===== config.mk =====
export PLATFORM = sky130hd
export DESIGN_NAME = ihpq_ctrl
export DESIGN_NICKNAME = d
export VERILOG_FILES = /design/src/hdl/ihpq_pkg.sv /design/src/hdl/ihpq_ctrl.sv
export SDC_FILE = /design/constraint.sdc
export NUM_CORES = 1
export LEC_CHECK = 0
export BUFFER_PORTS_ARGS = -buffer_cell sky130_fd_sc_hd__buf_2
export CAP_MARGIN = 15
export CELL_PAD_IN_SITES_DETAIL_PLACEMENT = 0
export CELL_PAD_IN_SITES_GLOBAL_PLACEMENT = 1
export CORE_MARGIN = 2
export CORE_UTILIZATION = 31
export DETAILED_ROUTE_END_ITERATION = 10
export GPL_TIMING_DRIVEN = 0
export PLACE_DENSITY = 0.81
export RECOVER_POWER = 100
export SYNTH_ARGS = -nofsm -noshare
export SYNTH_HDL_FRONTEND = slang
export SYNTH_SLANG_ARGS = --single-unit

===== constraint.sdc =====
create_clock -name aclk -period 1.17 [get_ports aclk]
set_input_delay 0.0585 -clock aclk [delete_from_list [all_inputs] [get_ports aclk]]
set_output_delay 0.0585 -clock aclk [all_outputs]
set_load 0.01 [all_outputs]

===== src/hdl/ihpq_pkg.sv =====
`timescale 1ns / 1ps

package ihpq_pkg;

    localparam int CAPACITY_DEF = 255;
    localparam int HANDLE_W     = 8;
    localparam int HANDLES      = 1 << HANDLE_W;
    localparam int PRI_W        = 31;
    localparam int KIND_W       = 3;
    localparam int STATUS_W     = 3;
    localparam int CFG_IDX_W    = 1;
    localparam int IN_DATA_W    = 40;
    localparam int OUT_DATA_W   = 96;

    localparam logic [KIND_W-1:0] KIND_INSERT = 3'd0;
    localparam logic [KIND_W-1:0] KIND_POP    = 3'd1;
    localparam logic [KIND_W-1:0] KIND_CHANGE = 3'd2;
    localparam logic [KIND_W-1:0] KIND_REMOVE = 3'd3;
    localparam logic [KIND_W-1:0] KIND_SWITCH = 3'd4;

    localparam logic [STATUS_W-1:0] STAT_OK       = 3'd0;
    localparam logic [STATUS_W-1:0] STAT_EMPTY    = 3'd1;
    localparam logic [STATUS_W-1:0] STAT_FULL     = 3'd2;
    localparam logic [STATUS_W-1:0] STAT_REFUSED  = 3'd3;
    localparam logic [STATUS_W-1:0] STAT_DISABLED = 3'd4;

    localparam logic [CFG_IDX_W-1:0] REG_DESCENDING = 1'd0;
    localparam logic [CFG_IDX_W-1:0] REG_EPOCH_EN   = 1'd1;

    typedef struct packed {
        logic [HANDLE_W-1:0] handle;
        logic                tag;
        logic [PRI_W-1:0]    pri;
    } slot_t;

    typedef enum logic [3:0] {
        S_IDLE, S_READ, S_DECODE, S_GONE, S_TAKE, S_TAKE2, S_CHANGE, S_UP,
        S_UP_CMP, S_DN, S_DN_L, S_DN_R, S_DN_CMP, S_PLACE, S_TOP, S_OUT
    } state_t;

    typedef enum logic [4:0] {
        CMD_NONE, CMD_LOAD, CMD_READ, CMD_DECODE, CMD_GONE, CMD_TAKE, CMD_TAKE2,
        CMD_CHANGE, CMD_UP, CMD_UP_CMP, CMD_DN, CMD_DN_L, CMD_DN_R, CMD_DN_CMP,
        CMD_PLACE, CMD_TOP, CMD_RESULT
    } cmd_t;

    typedef enum logic [2:0] {
        RT_DONE, RT_CHANGE, RT_INSERT, RT_TAKE, RT_REMOVE
    } route_t;

    typedef struct packed {
        route_t route;
        logic   below;
        logic   last;
        logic   root;
        logic   leaf;
        logic   has_right;
        logic   out_busy;
    } dp_stat_t;

    function automatic logic ranks_below(slot_t a, slot_t b, logic en, logic desc,
                                         logic serving);
        logic res;
        if (en) begin
            if (a.tag == b.tag) begin
                res = desc ? (a.pri < b.pri) : (a.pri > b.pri);
            end else begin
                res = (a.tag != serving);
            end
        end else begin
            res = desc ? ({a.tag, a.pri} < {b.tag, b.pri})
                       : ({a.tag, a.pri} > {b.tag, b.pri});
        end
        return res;
    endfunction

endpackage


===== src/hdl/ihpq_ctrl.sv =====
`timescale 1ns / 1ps

module ihpq_ctrl (
    input  logic                aclk,
    input  logic                aresetn,
    input  logic                s_tvalid,
    output logic                s_tready,
    input  ihpq_pkg::dp_stat_t  stat,
    output ihpq_pkg::cmd_t      cmd
);

    ihpq_pkg::state_t state_reg, state_next;

    always_ff @(posedge aclk) begin
        if (!aresetn) begin
            state_reg <= ihpq_pkg::S_IDLE;
        end else begin
            state_reg <= state_next;
        end
    end

    always_comb begin
        state_next = state_reg;
        unique case (state_reg)
            ihpq_pkg::S_IDLE: begin
                if (s_tvalid) state_next = ihpq_pkg::S_READ;
            end
            ihpq_pkg::S_READ:   state_next = ihpq_pkg::S_DECODE;
            ihpq_pkg::S_DECODE: begin
                unique case (stat.route)
                    ihpq_pkg::RT_CHANGE: state_next = ihpq_pkg::S_CHANGE;
                    ihpq_pkg::RT_INSERT: state_next = ihpq_pkg::S_UP;
                    ihpq_pkg::RT_TAKE:   state_next = ihpq_pkg::S_TAKE;
                    ihpq_pkg::RT_REMOVE: state_next = ihpq_pkg::S_GONE;
                    default:             state_next = ihpq_pkg::S_TOP;
                endcase
            end
            ihpq_pkg::S_GONE:   state_next = ihpq_pkg::S_TAKE;
            ihpq_pkg::S_TAKE:   state_next = stat.last ? ihpq_pkg::S_TOP : ihpq_pkg::S_TAKE2;
            ihpq_pkg::S_TAKE2:  state_next = stat.below ? ihpq_pkg::S_UP : ihpq_pkg::S_DN;
            ihpq_pkg::S_CHANGE: state_next = stat.below ? ihpq_pkg::S_UP : ihpq_pkg::S_DN;
            ihpq_pkg::S_UP:     state_next = stat.root ? ihpq_pkg::S_PLACE : ihpq_pkg::S_UP_CMP;
            ihpq_pkg::S_UP_CMP: state_next = stat.below ? ihpq_pkg::S_UP : ihpq_pkg::S_PLACE;
            ihpq_pkg::S_DN:     state_next = stat.leaf ? ihpq_pkg::S_PLACE : ihpq_pkg::S_DN_L;
            ihpq_pkg::S_DN_L:   state_next = stat.has_right ? ihpq_pkg::S_DN_R
                                                            : ihpq_pkg::S_DN_CMP;
            ihpq_pkg::S_DN_R:   state_next = ihpq_pkg::S_DN_CMP;
            ihpq_pkg::S_DN_CMP: state_next = stat.below ? ihpq_pkg::S_DN : ihpq_pkg::S_PLACE;
            ihpq_pkg::S_PLACE:  state_next = ihpq_pkg::S_TOP;
            ihpq_pkg::S_TOP:    state_next = ihpq_pkg::S_OUT;
            ihpq_pkg::S_OUT: begin
                if (!stat.out_busy) state_next = ihpq_pkg::S_IDLE;
            end
            default:            state_next = ihpq_pkg::S_IDLE;
        endcase
    end

    always_comb begin
        s_tready = 1'b0;
        cmd      = ihpq_pkg::CMD_NONE;
        unique case (state_reg)
            ihpq_pkg::S_IDLE: begin
                s_tready = 1'b1;
                if (s_tvalid) cmd = ihpq_pkg::CMD_LOAD;
            end
            ihpq_pkg::S_READ:   cmd = ihpq_pkg::CMD_READ;
            ihpq_pkg::S_DECODE: cmd = ihpq_pkg::CMD_DECODE;
            ihpq_pkg::S_GONE:   cmd = ihpq_pkg::CMD_GONE;
            ihpq_pkg::S_TAKE:   cmd = ihpq_pkg::CMD_TAKE;
            ihpq_pkg::S_TAKE2:  cmd = ihpq_pkg::CMD_TAKE2;
            ihpq_pkg::S_CHANGE: cmd = ihpq_pkg::CMD_CHANGE;
            ihpq_pkg::S_UP:     cmd = ihpq_pkg::CMD_UP;
            ihpq_pkg::S_UP_CMP: cmd = ihpq_pkg::CMD_UP_CMP;
            ihpq_pkg::S_DN:     cmd = ihpq_pkg::CMD_DN;
            ihpq_pkg::S_DN_L:   cmd = ihpq_pkg::CMD_DN_L;
            ihpq_pkg::S_DN_R:   cmd = ihpq_pkg::CMD_DN_R;
            ihpq_pkg::S_DN_CMP: cmd = ihpq_pkg::CMD_DN_CMP;
            ihpq_pkg::S_PLACE:  cmd = ihpq_pkg::CMD_PLACE;
            ihpq_pkg::S_TOP:    cmd = ihpq_pkg::CMD_TOP;
            ihpq_pkg::S_OUT: begin
                if (!stat.out_busy) cmd = ihpq_pkg::CMD_RESULT;
            end
            default:            cmd = ihpq_pkg::CMD_NONE;
        endcase
    end

endmodule


==> Yosys cells after proc, flatten, opt, wreduce, memory -nomap -nowiden <==
Index checks and enable logic that the tools add are counted.
{ "classes": {"reduce_logical": 3, "eq_ne": 21, "muxes": 15} }
{ "op_table": {"columns": ["operator", "n"], "rows": [
  ["$pmux W5 S16", 1],
  ["$pmux W4 S15", 1],
  ["$eq A4 B4 Y1 const B", 8],
  ["$mux W4", 5],
  ["$eq A4 B3 Y1 const B", 4],
  ["$pmux W4 S4", 1],
  ["$mux W3", 4],
  ["$eq A4 B2 Y1 const B", 2],
  ["$eq A3 B2 Y1 const B", 2],
  ["$mux W5", 1],
  ["$eq A4 B1 Y1 const B", 1],
  ["$logic_not A4 Y1", 1],
  ["$ne A2 B2 Y1 const B", 2],
  ["$eq A3 B1 Y1 const B", 1],
  ["$eq A3 B3 Y1 const B", 1],
  ["$mux W1", 2],
  ["$reduce_and A2 Y1", 1],
  ["$reduce_or A2 Y1", 1]
]} }
{ "totals": {"output_inout_bits": 6, "elab_cells": 40, "register_bits": 4, "in_bits": 12} }

==> Longest topological paths before layout <==
Gate-level depths: netlist of run 1.
{ "depth": {"depth_word": 3, "mapped_depth": 6, "mapped_depth_nobuf": 4} }

==> Least setup slack after synthesis of run 1 <==
OpenSTA, ideal clock, no wires.
{ "synth_path": {"path_type": "reg-to-reg", "start": "reg state_reg[1]", "end": "reg state_reg[1]", "t_arrival_ns": 1.203, "slack_ns": -0.153, "path_buffers": 1, "synth_period_minus_slack_ns": 1.323, "required_ns": 1.050, "setup_ns": 0.120, "stages_incl_launch_ff": 6, "path_cell_list": "dfxtp_1 > buf_6 > xor2_1 > and3b_1 > o21a_1 > o31a_1"} }
{ "synth_via": {"elab_chain_len": 3, "elab_cells_between_ends": 21, "classes_between": "eq/ne (17); mux (1); reduce/logical (3)"} }
{ "synth_lines": {"columns": ["element", "line_no", "text"], "rows": [
  ["from (decl)", "ihpq_ctrl.sv:12", "ihpq_pkg::state_t state_reg, state_next;"],
  ["from (signal assigned)", "ihpq_ctrl.sv:16", "state_reg <= ihpq_pkg::S_IDLE;"],
  ["from (signal assigned)", "ihpq_ctrl.sv:18", "state_reg <= state_next;"],
  ["$eq A4 B3 Y1 (tied with other cells)", "ihpq_ctrl.sv:24", "unique case (state_reg)"],
  ["$reduce_or A2 Y1 (no line) / $ne A2 B2 Y1 (equally long branches)", null, null],
  ["$pmux W4 S15 / $reduce_and A2 Y1 (equally long branches)", null, null]
]} }
Parallel ways exist; a longest one is shown, timed or not.
A chain may end at the register's enable or synchronous reset.

==> Final worst setup path of run 1 <==
{ "layout_path": {"start": "reg state_reg[0]", "end": "reg state_reg[0]"} }
Same word-level chain as after synthesis.

==> summary.txt, run 1 <==
Run status
  – Status: complete, but fails checks
  – Failing checks: setup timing

Synth
  – Synthesized Nets: 94
  – Syn_area_per_cell: 7.095 um2
  – YS warnings: 0
  – Post-Synth XOR/XNOR Area: 0.07527
  – Synth cell types: 37
  – Async S/R FF share, synth: 0
  – Synth Register Bits: 4
  – Synth Area in Compound Gates: 0.3118
  – Seq/Total Area, Yosys: 0.1376
  – Largest family of logic cells by synthesized area: simple AND/OR/NAND/NOR gates
  – Ys flop type: dfxtp_1
  – Cell area after synthesis: 581.8 um2
  – Post-Syn Instances: 82
  – Multiplexer share of the synthesized area: 0
  – Synth Area in Adders: 0
  – Number of flops mapped to enable cells by yosys: 0
  – Post-Synth Simple-Gate Area: 0.3419

Global routing
  – First-pass GRT wire length: between 2000 and 3000 um
  – Pin count of the biggest net entering global routing: 11
  – GRT overflow: 0
  – Initial antenna violation count: 0
  – Global Route Usage Sum: 0.1800
  – Vias in the first global route: ~640

Worst setup path
  – Worst EP arrival: 1.47 ns
  – R2r setup slk: -0.18 ns
  – Crit Path Class: register to register
  – Crit path launch type: register
  – CP startpoint: state_reg[0]$_SDFFE_PN0P_
  – RR Startpoint: state_reg[0]$_SDFFE_PN0P_
  – Cells on worst reg2reg path: 5
  – CP max stage cell: dfxtp_4
  – Crit path max fanout: 7
  – Worst Path Required: around 1.3 ns
  – FF-to-FF End: state_reg[0]$_SDFFE_PN0P_
  – Worst Setup End Kind: register
  – Max stage delay on crit path: 0.38 ns
  – CP cell instances: buf_6, nor2b_4, nor3_2, o311ai_1, a221oi_1
  – CP endpoint: state_reg[0]$_SDFFE_PN0P_

Finish
  – Max reg flops: 4
  – Layout cells sized above 1: 0.4661
  – Filler cell count: about 180
  – Area delta synth->final: 64.30%
  – ANT cells: 0
  – Final nets: roughly 130
  – Finished Layout Cells: about 140

Power
  – Max IR drop VDD: about 0.0011 V
  – P per Cell Area: around 2500 mW/mm2
  – Lkg Pwr: 0.4287 nW
  – Total power: between 2 and 2.5 mW

Placement
  – DP HPWL: approximately 1200 um
  – Dpl ws: -0.1932 ns
  – Placed Cells: 124
  – PortBufs: 17
  – GP Congestion: roughly 0.78

Floorplanning
  – Initial Util: 0.3333
  – Die ar.: approximately 0.0022 mm2
  – Chip width: around 47 um
  – Std cell rows: 15
  – Die H: 47.32 um
  – IO Pins: 18
  – Core Area: 0.001745 mm2

Clock tree
  – CTS Buf Count: 3
  – Clk root buf: clkbuf_4
  – Clock latency on the worst-skew pair: 0.24 ns
  – CTS max path bufs: 2
  – Clock sink total: 4
  – Clock-pin slew on the worst setup and hold paths: roughly 0.040 ns
  – TritonCTS clock tree: built
  – H-tree level count: 1

STA
  – Clock skew after layout: 0.007558 ns
  – Hold Vio Cnt, Final: 0
  – Max frequency: 738.9 MHz
  – Tmin final: ~1.4 ns
  – Setup violators final: 9
  – Max Slew Vio Count: 0
  – Crit share post-route: 1.157
  – Worst slew pin tran: between 0.3 and 0.4 ns
  – TNS Setup: -1.182 ns
  – RSZ-0062 raised after global routing: true
  – Final worst setup slack: -0.1834 ns
  – Hold WS: approximately 0.095 ns
  – Slew margin rel.: 0.7955

Hold path
  – Hold Crit Class: input pin to register
  – Worst Hold Path Cells: 3

Drt
  – Post-Route WL: ~1900 um
  – Vias per cell: 5.483
  – 1st-pass router iterations: 4
  – DRT met1 WL: 809 um
  – Max Used Layer: met4
  – Via count: about 800
  – DR WL met3: 136 um
  – Metal2 WL: 946 um
  – Remaining routing DRC violations: 0
  – Initial DRC count: 35
  – WL per Instance: between 10 and 15 um
  – Post-DRT Antenna Nets: 0

Flow run
  – Max-Cap Viols: 0
## layer usage
| layer | track usage | vias up |
|---|---|---|
| li1 | - | 377 |
| met1 | 0.2369 | 360 |
| met2 | 0.2892 | 42 |
| met3 | 0.03462 | 5 |
| met4 | 0.06667 | 0 |
| met5 | 0 | - |
## worst max-delay path: cells and delay by family (launching register included)
family	cells	cell delay [ns]
AO/OA/AOI/OAI	2	0.43
flip-flops	1	0.38
AND/OR/NAND/NOR	2	0.30
buffers and inverters	1	0.13
## Yosys cell counts (3+ instances only)
library cell / n / share of area
nor2_1: 9 / 0.058
a21oi_1: 5 / 0.043
buf_2: 5 / 0.043
dfxtp_1: 4 / 0.14
inv_1: 4 / 0.026
nand2_1: 4 / 0.026
nand2b_1: 4 / 0.043
nand3_1: 4 / 0.034
xnor2_1: 4 / 0.060
nand4_1: 3 / 0.032
## how the worst min path moves through the flow
stage	startpoint	end	slack, ns
4_1_cts	aresetn	state_reg[0]$_SDFFE_PN0P_	0.08
3_5_place_dp	aresetn	state_reg[0]$_SDFFE_PN0P_	0.34
2_1_floorplan	stat[0]	cmd[4]	0.16
6_report	aresetn	state_reg[0]$_SDFFE_PN0P_	0.09
5_1_grt	aresetn	state_reg[0]$_SDFFE_PN0P_	0.09
3_3_place_gp	aresetn	state_reg[0]$_SDFFE_PN0P_	0.34
## cells by family after synthesis
logic type | after synthesis
compound gates | 25
xor+xnor | 5
buf+inv | 13
flops | 4
simple gates | 35
## timing repair
| action | 4_1_cts | 5_1_grt |
|---|---|---|
| resized for setup | 24 | 2 |
| endpoints found under the setup margin | 9 | 9 |
| cloned | 3 | 1 |
| hold buffers | 0 | 0 |
| buffers inserted | 5 | 6 |
| pin swaps | 11 | 4 |
## through the flow
step / util / cell area, um2
after floorplan: - / 618.1
after global placement: 0.4208 / 734.5
after detailed placement: 0.4208 / 734.5
after CTS: 0.5161 / 900.9
after global routing: 0.5477 / 955.9
final: 0.5477 / 955.9
## cells in the final DEF (no fill, tap or decap), drive strengths merged, types with 2 or more instances in the layout
cell,synthesis,routed
a21oi,5,5
a221oi,2,2
buf,9,41
clkbuf,0,4
dfxtp,4,4
inv,4,4
nand2,4,4
nand2b,4,4
nand3,4,4
nand3b,2,2
nand4,3,3
nor2,9,9
nor4,2,2
nor4bb,2,2
o211ai,2,2
o21ai,2,2
o311ai,2,2
o31a,2,2
xnor2,4,4
## final cells by class
cell class	instances	area (um2)	area share
Multi-Input combinational cell	65	485.5	0.5079
Timing Repair Buffer	32	197.7	0.2068
Buffer	9	112.6	0.1178
Sequential cell	4	87.58	0.09162
Tap cell	25	31.28	0.03272
Clock buffer	4	26.28	0.02749
Inverter	4	15.01	0.01571
## power by group
group / internal [mW] / switching, mW / total (mW)
clock network: 0.128 / 0.0592 / 0.187
logic: 1.01 / 0.898 / 1.90
registers: 0.213 / 0.0773 / 0.290
total: 1.35 / 1.03 / 2.38
(Power assumes the default switching activity.)
==> inputs of run 2 (changes only) <==
--- a/config.mk
+++ b/config.mk
@@ -15,6 +15,7 @@
 export GPL_TIMING_DRIVEN = 0
 export PLACE_DENSITY = 0.81
 export RECOVER_POWER = 100
+export SKIP_CTS_REPAIR_TIMING = 1
 export SYNTH_ARGS = -nofsm -noshare
 export SYNTH_HDL_FRONTEND = slang
 export SYNTH_SLANG_ARGS = --single-unit
==> run 2 against run 1 <==
  * The run still ends with setup timing left
  * Core utilization fell by 1.9 points
  * Fmax fell by 2.0%
  * Cell count fell by 4.9%
  * Sequential power down 4%
  * Hold slack better by 0.0038 ns
  * Clock power hardly changed
==> summary.txt, run 2 (same netlist as run 1, synthesis figures left out) <==
Finish
  – Finished Layout Cells: 136
  – Filler cell count: 189
  – Area delta synth->final: 58.49%
  – Layout cells sized above 1: 0.4414
  – Commonest non-fill, non-tap cells in the layout: buf_2 (19), nor2_1 (8), buf_6 (7)
  – ANT cells: 0
  – Max reg flops: 4
  – Most common cell after layout, fill and taps aside: buf_2
  – Util after Layout: 0.5283
  – Final nets: about 120

Floorplanning
  – IO Pins: 18
  – Initial Util: 0.3333
  – Std cell rows: 15
  – Die H: between 40 and 50 um
  – Die ar.: roughly 0.0022 mm2
  – Core Area: ~0.0017 mm2
  – Chip width: 47.32 um

Flow run
  – Max-Cap Viols: 0

Global routing
  – First-pass GRT wire length: 2497 um
  – Pin count of the biggest net entering global routing: 11
  – GRT overflow: 0
  – Initial antenna violation count: 0
  – Global Route Usage Sum: 0.1614
  – Vias in the first global route: about 570

Worst setup path
  – R2r setup slk: -0.21 ns
  – CP max stage cell: dfxtp_4
  – Worst Path Required: between 1 and 1.5 ns
  – Crit path max fanout: 7
  – Crit path launch type: register
  – CP cell instances: buf_12, xor2_4, and3b_1, o21a_1, o31a_1
  – Bufs and invs on worst path: 1
  – Worst EP arrival: ~1.5 ns
  – Worst Setup End Kind: register
  – Crit-path leading delay family: compound AO/OA/AOI/OAI gates
  – Crit Path Class: register to register
  – Max stage delay on crit path: around 0.37 ns

Clock tree
  – Clock sink total: 4
  – Clock-pin slew on the worst setup and hold paths: 0.04 ns
  – CTS Buf Count: 3
  – Clock latency on the worst-skew pair: between 0.2 and 0.25 ns
  – TritonCTS clock tree: built
  – H-tree level count: 1
  – Clk root buf: clkbuf_4
  – CTS max path bufs: 2

STA
  – Clock skew after layout: between 0.007 and 0.008 ns
  – Final worst setup slack: -0.2108 ns
  – Hold Vio Cnt, Final: 0
  – Tmin final: between 1 and 1.5 ns
  – Hold WS: 0.09855 ns
  – RSZ-0062 raised after global routing: true
  – Crit share post-route: 1.180
  – Slew margin rel.: 0.7713
  – Setup violators final: 9
  – Max frequency: between 700 and 800 MHz
  – Max Slew Vio Count: 0
  – Worst slew pin tran: between 0.3 and 0.4 ns

Drt
  – Initial DRC count: 37
  – Post-Route WL: about 1900 um
  – WL per Instance: approximately 14 um
  – Vias per cell: 5.485
  – 1st-pass router iterations: 5
  – Via count: between 700 and 800
  – Post-DRT Antenna Nets: 0
  – Remaining routing DRC violations: 0

Run status
  – Status: complete, but fails checks
  – Failing checks: setup timing

Hold path
  – Hold Crit Class: input pin to register

Power
  – P per Cell Area: between 2000 and 3000 mW/mm2
  – Max IR drop VDD: between 0.001 and 0.0015 V
  – Lkg Pwr: around 0.39 nW

Placement
  – PortBufs: 17
  – GP Congestion: 0.7834
  – DP HPWL: roughly 1200 um
  – Placed Cells: about 120
==> run 2: where the power goes <==
part | internal [mW] | leakage (nW) | switching (mW) | total (mW)
logic | 0.937 | 0.345 | 0.911 | 1.85
clock network | 0.128 | 0.0150 | 0.0592 | 0.187
registers | 0.208 | 0.0344 | 0.0692 | 0.278
==> run 2: per-stage QoR <==
stage | power, mW | cell area (um2) | setup slack [ns] | TNS, ns
global route | 2.472 | 922.1 | -0.2657 | -2.002
global placement | 1.631 | 734.5 | -0.2013 | -0.8168
floorplan | 1.296 | 618.1 | -0.07494 | -0.1861
finish | 2.313 | 922.1 | -0.2108 | -1.363
CTS | 1.820 | 760.7 | -0.3936 | -1.876
detailed placement | 1.619 | 734.5 | -0.1932 | -0.8012
==> run 2: cell type report <==
class	instances	area (um2)	share of cell area
multi-input cells	65	494.2	0.5360
repair buffers	25	156.4	0.1696
plain buffers	9	112.6	0.1221
flip-flops and latches	4	86.33	0.09362
well taps	25	31.28	0.03392
clock buffers	4	26.28	0.02849
inverters	4	15.01	0.01628
==> run 2: routing by layer <==
layer / vias to the layer above / wire [um] / global-route usage
met5: - / 0 / 0
met2: 49 / 988 / 0.2459
li1: 363 / - / -
met4: 0 / 14 / 0.06667
met1: 332 / 753 / 0.2187
met3: 2 / 151 / 0.03462
==> run 2: final timing paths <==
path	from	end	depth (start not counted)
max reg2reg	state_reg[0]$_SDFFE_PN0P_	state_reg[1]$_SDFFE_PN0P_	5
min	aresetn	state_reg[2]$_SDFFE_PN0P_	2
min reg2reg	state_reg[0]$_SDFFE_PN0P_	state_reg[0]$_SDFFE_PN0P_	3
max	state_reg[0]$_SDFFE_PN0P_	state_reg[1]$_SDFFE_PN0P_	5
==> inputs of run 3 (changes only) <==
--- a/config.mk
+++ b/config.mk
@@ -5,15 +5,16 @@
 export SDC_FILE = /design/constraint.sdc
 export NUM_CORES = 1
 export LEC_CHECK = 0
+export ABC_AREA = 1
 export BUFFER_PORTS_ARGS = -buffer_cell sky130_fd_sc_hd__buf_2
 export CAP_MARGIN = 15
 export CELL_PAD_IN_SITES_DETAIL_PLACEMENT = 0
 export CELL_PAD_IN_SITES_GLOBAL_PLACEMENT = 1
 export CORE_MARGIN = 2
-export CORE_UTILIZATION = 31
+export CORE_UTILIZATION = 26
 export DETAILED_ROUTE_END_ITERATION = 10
 export GPL_TIMING_DRIVEN = 0
-export PLACE_DENSITY = 0.81
+export PLACE_DENSITY = 0.79
 export RECOVER_POWER = 100
 export SKIP_CTS_REPAIR_TIMING = 1
 export SYNTH_ARGS = -nofsm -noshare
==> run 3 against run 2 <==
  * The flow still finishes with violations (setup timing)
  * First-iteration DRC count down 57%
  * Fmax is 4.4% higher
  * Die area up 4.9%
  * Setup slack improved by 0.058 ns
  * Critical path depth grew 5
  * Largest cell class unchanged
  * Largest power group unchanged
==> summary.txt, run 3 <==
Synth
  – Synth cell types: 18
  – Top-count cell post-synth: nand2_1
  – Top post-synthesis cells by count: nand2_1 (36), inv_1 (16), nor2_1 (16)
  – Synth area leaders: nand2_1 (26%), dfxtp_1 (16%), inv_1 (12%), nor2_1 (12%), nand3_1 (7.8%)
  – Synth Register Bits: 4
  – Cell area after synthesis: roughly 510 um2
  – Ys flop type: dfxtp_1
  – Number of flops mapped to enable cells by yosys: 0
  – Synth top area share: 0.2628
  – Synthesized Nets: roughly 110
  – YS warnings: 0
  – Post-Syn Instances: around 100
  – Cell taking the most area after synthesis: nand2_1
  – Seq/Total Area, Yosys: 0.1557
  – Async S/R FF share, synth: 0
  – Syn_area_per_cell: between 5 and 6 um2

Clock tree
  – Clock latency on the worst-skew pair: roughly 0.23 ns
  – TritonCTS clock tree: built
  – CTS Buf Count: 3
  – Clock sink total: 4
  – Clock-pin slew on the worst setup and hold paths: approximately 0.040 ns
  – H-tree level count: 1
  – CTS max path bufs: 2
  – Clk root buf: clkbuf_4

Global routing
  – GRT overflow: 0
  – Global Route Usage Sum: 0.1220
  – Pin count of the biggest net entering global routing: 10
  – Initial antenna violation count: 0
  – First-pass GRT wire length: between 2000 and 2500 um
  – Vias in the first global route: between 500 and 600

Floorplanning
  – Die ar.: 0.002350 mm2
  – Initial Util: 0.2676
  – Chip width: 48.48 um
  – Die H: 48.48 um
  – Core Area: around 0.0019 mm2
  – Std cell rows: 16
  – IO Pins: 18

Placement
  – GP Congestion: slightly below 0.8
  – Placed Cells: ~150
  – PortBufs: 17
  – DP HPWL: about 1100 um
  – Dpl ws: -0.2120 ns
  – Placed Instance Area: 633.1 um2

Finish
  – Most common cell after layout, fill and taps aside: nand2_1
  – Layout cells sized above 1: 0.4815
  – ANT cells: 0
  – Commonest non-fill, non-tap cells in the layout: nand2_1 (25), buf_2 (15), inv_1 (13)
  – Finished Layout Cells: roughly 160
  – Filler cell count: roughly 220
  – Area delta synth->final: 71.78%
  – Design area: ~880 um2
  – Final nets: 149
  – Max reg flops: 4

Drt
  – Initial DRC count: 16
  – Via count: about 740
  – Post-DRT Antenna Nets: 0
  – WL per Instance: 10.13 um
  – Vias per cell: 4.580
  – 1st-pass router iterations: 4
  – Post-Route WL: roughly 1600 um
  – Remaining routing DRC violations: 0

STA
  – Hold Vio Cnt, Final: 0
  – Setup violators final: 7
  – Final worst setup slack: -0.1531 ns
  – Max Slew Vio Count: 0
  – Slew margin rel.: 0.8675
  – RSZ-0062 raised after global routing: true
  – Worst slew pin tran: 0.1981 ns
  – Crit share post-route: 1.131
  – Tmin final: 1.323 ns
  – Clock skew after layout: approximately 0.0016 ns
  – Max frequency: ~760 MHz

Run status
  – Status: complete, but fails checks
  – Failing checks: setup timing

Power
  – Sequential Power Share: 0.189
  – Max IR drop VDD: approximately 0.0013 V
  – Total power: 1.741 mW
  – Internal power: roughly 900 uW
  – Comb power frac: 0.715
  – Sw Ratio: 0.4816
  – Lkg Pwr: 0.5010 nW
  – Switch Pwr: about 840 uW
  – P per Cell Area: roughly 2000 mW/mm2
  – Clk pwr share: 0.096

Hold path
  – Hold Crit Class: input pin to register

Flow run
  – Max-Cap Viols: 0

Worst setup path
  – R2r setup slk: -0.15 ns
  – Worst Path Required: about 1.3 ns
  – Max stage delay on crit path: 0.31 ns
  – Crit Path Class: register to register
  – CP max stage cell: dfxtp_2
  – Crit path max fanout: 5
  – Most frequent CP cell: nand2_1
  – CP cell instances: buf_6, inv_4, nor2_4, buf_4, nand2_1, o21ai_1, nor2_1, nand4_1, nand2_1, inv_1
  – Worst EP arrival: roughly 1.5 ns
  – Worst Setup End Kind: register
  – Crit path launch type: register
run 3: cell types whose count changed in the layout (fill, tap and decap cells not counted), moves of 4 or more:
cell / previous run / this run
buf_2: 19 / 15
nand2_2: 0 / 9
nand2_1: 3 / 25
buf_4: 4 / 12
inv_1: 4 / 13
buf_6: 7 / 3
nor2_4: 0 / 7
nand2b_1: 4 / 0
run 3: stage by stage:
stage	utilization	TNS (ns)	hold WS (ns)
after floorplan	-	0	0.1561
after global placement	0.3294	-0.5674	0.2657
final	0.4596	-0.4565	0.03083
after global routing	0.4596	-1.046	0.05321
after CTS	0.3411	-1.125	0.03091
after detailed placement	0.3294	-0.5633	0.2727
run 3: final timing paths:
kind                                  start                         to  depth (start not counted)
hold reg to reg   state_reg[3]$_SDFFE_PN0P_  state_reg[3]$_SDFFE_PN0P_                          2
hold / removal                      aresetn  state_reg[2]$_SDFFE_PN0P_                          3
setup reg to reg  state_reg[2]$_SDFFE_PN0P_  state_reg[2]$_SDFFE_PN0P_                         10
setup / recovery  state_reg[2]$_SDFFE_PN0P_  state_reg[2]$_SDFFE_PN0P_                         10
run 3: area by class of cell:
cell class / count / area [um2] / share of cell area
multi-input combinational: 79 / 455.4 / 0.5156
sequential: 4 / 92.59 / 0.1048
inverter: 18 / 75.07 / 0.08499
buffer: 1 / 11.26 / 0.01275
clock buffer: 3 / 22.52 / 0.02550
tap: 27 / 33.78 / 0.03824
timing repair buffer: 30 / 192.7 / 0.2181
run 3: power groups by stage:
stage | Sequential (mW) | Clock, mW | Combinational [mW]
floorplan | 0.235 | 0 | 0.588
global placement | 0.246 | 0 | 0.808
detailed placement | 0.247 | 0 | 0.806
CTS | 0.244 | 0.175 | 0.809
global route | 0.335 | 0.189 | 1.37
finish | 0.329 | 0.167 | 1.24
run 3: kinds of logic (layout without fill, tap and decap cells):
group                     after synthesis  after routing  share of synthesized area
and+or+nand+nor                        68             68                     0.5669
buffers and inverters                  19             52                     0.1533
AOI/OAI and AO/OA                       9              9                    0.09002
DFF                                     4              4                     0.1557
xor gates and xnor gates                2              2                    0.03407
run 3: worst max-delay path: cells and delay by family (launching register included):
| family | cells | cell delay (ns) |
|---|---|---|
| AOI/OAI and AO/OA | 1 | 0.06 |
| buffers and inverters | 4 | 0.35 |
| DFF | 1 | 0.31 |
| and+or+nand+nor | 5 | 0.49 |
run 3: layer usage:
metal,track usage,vias up,part of all wire
li1,-,386,-
met4,0.04286,0,0.027
met2,0.2014,19,0.51
met3,0.02160,6,0.026
met5,0,-,0
met1,0.1600,331,0.44
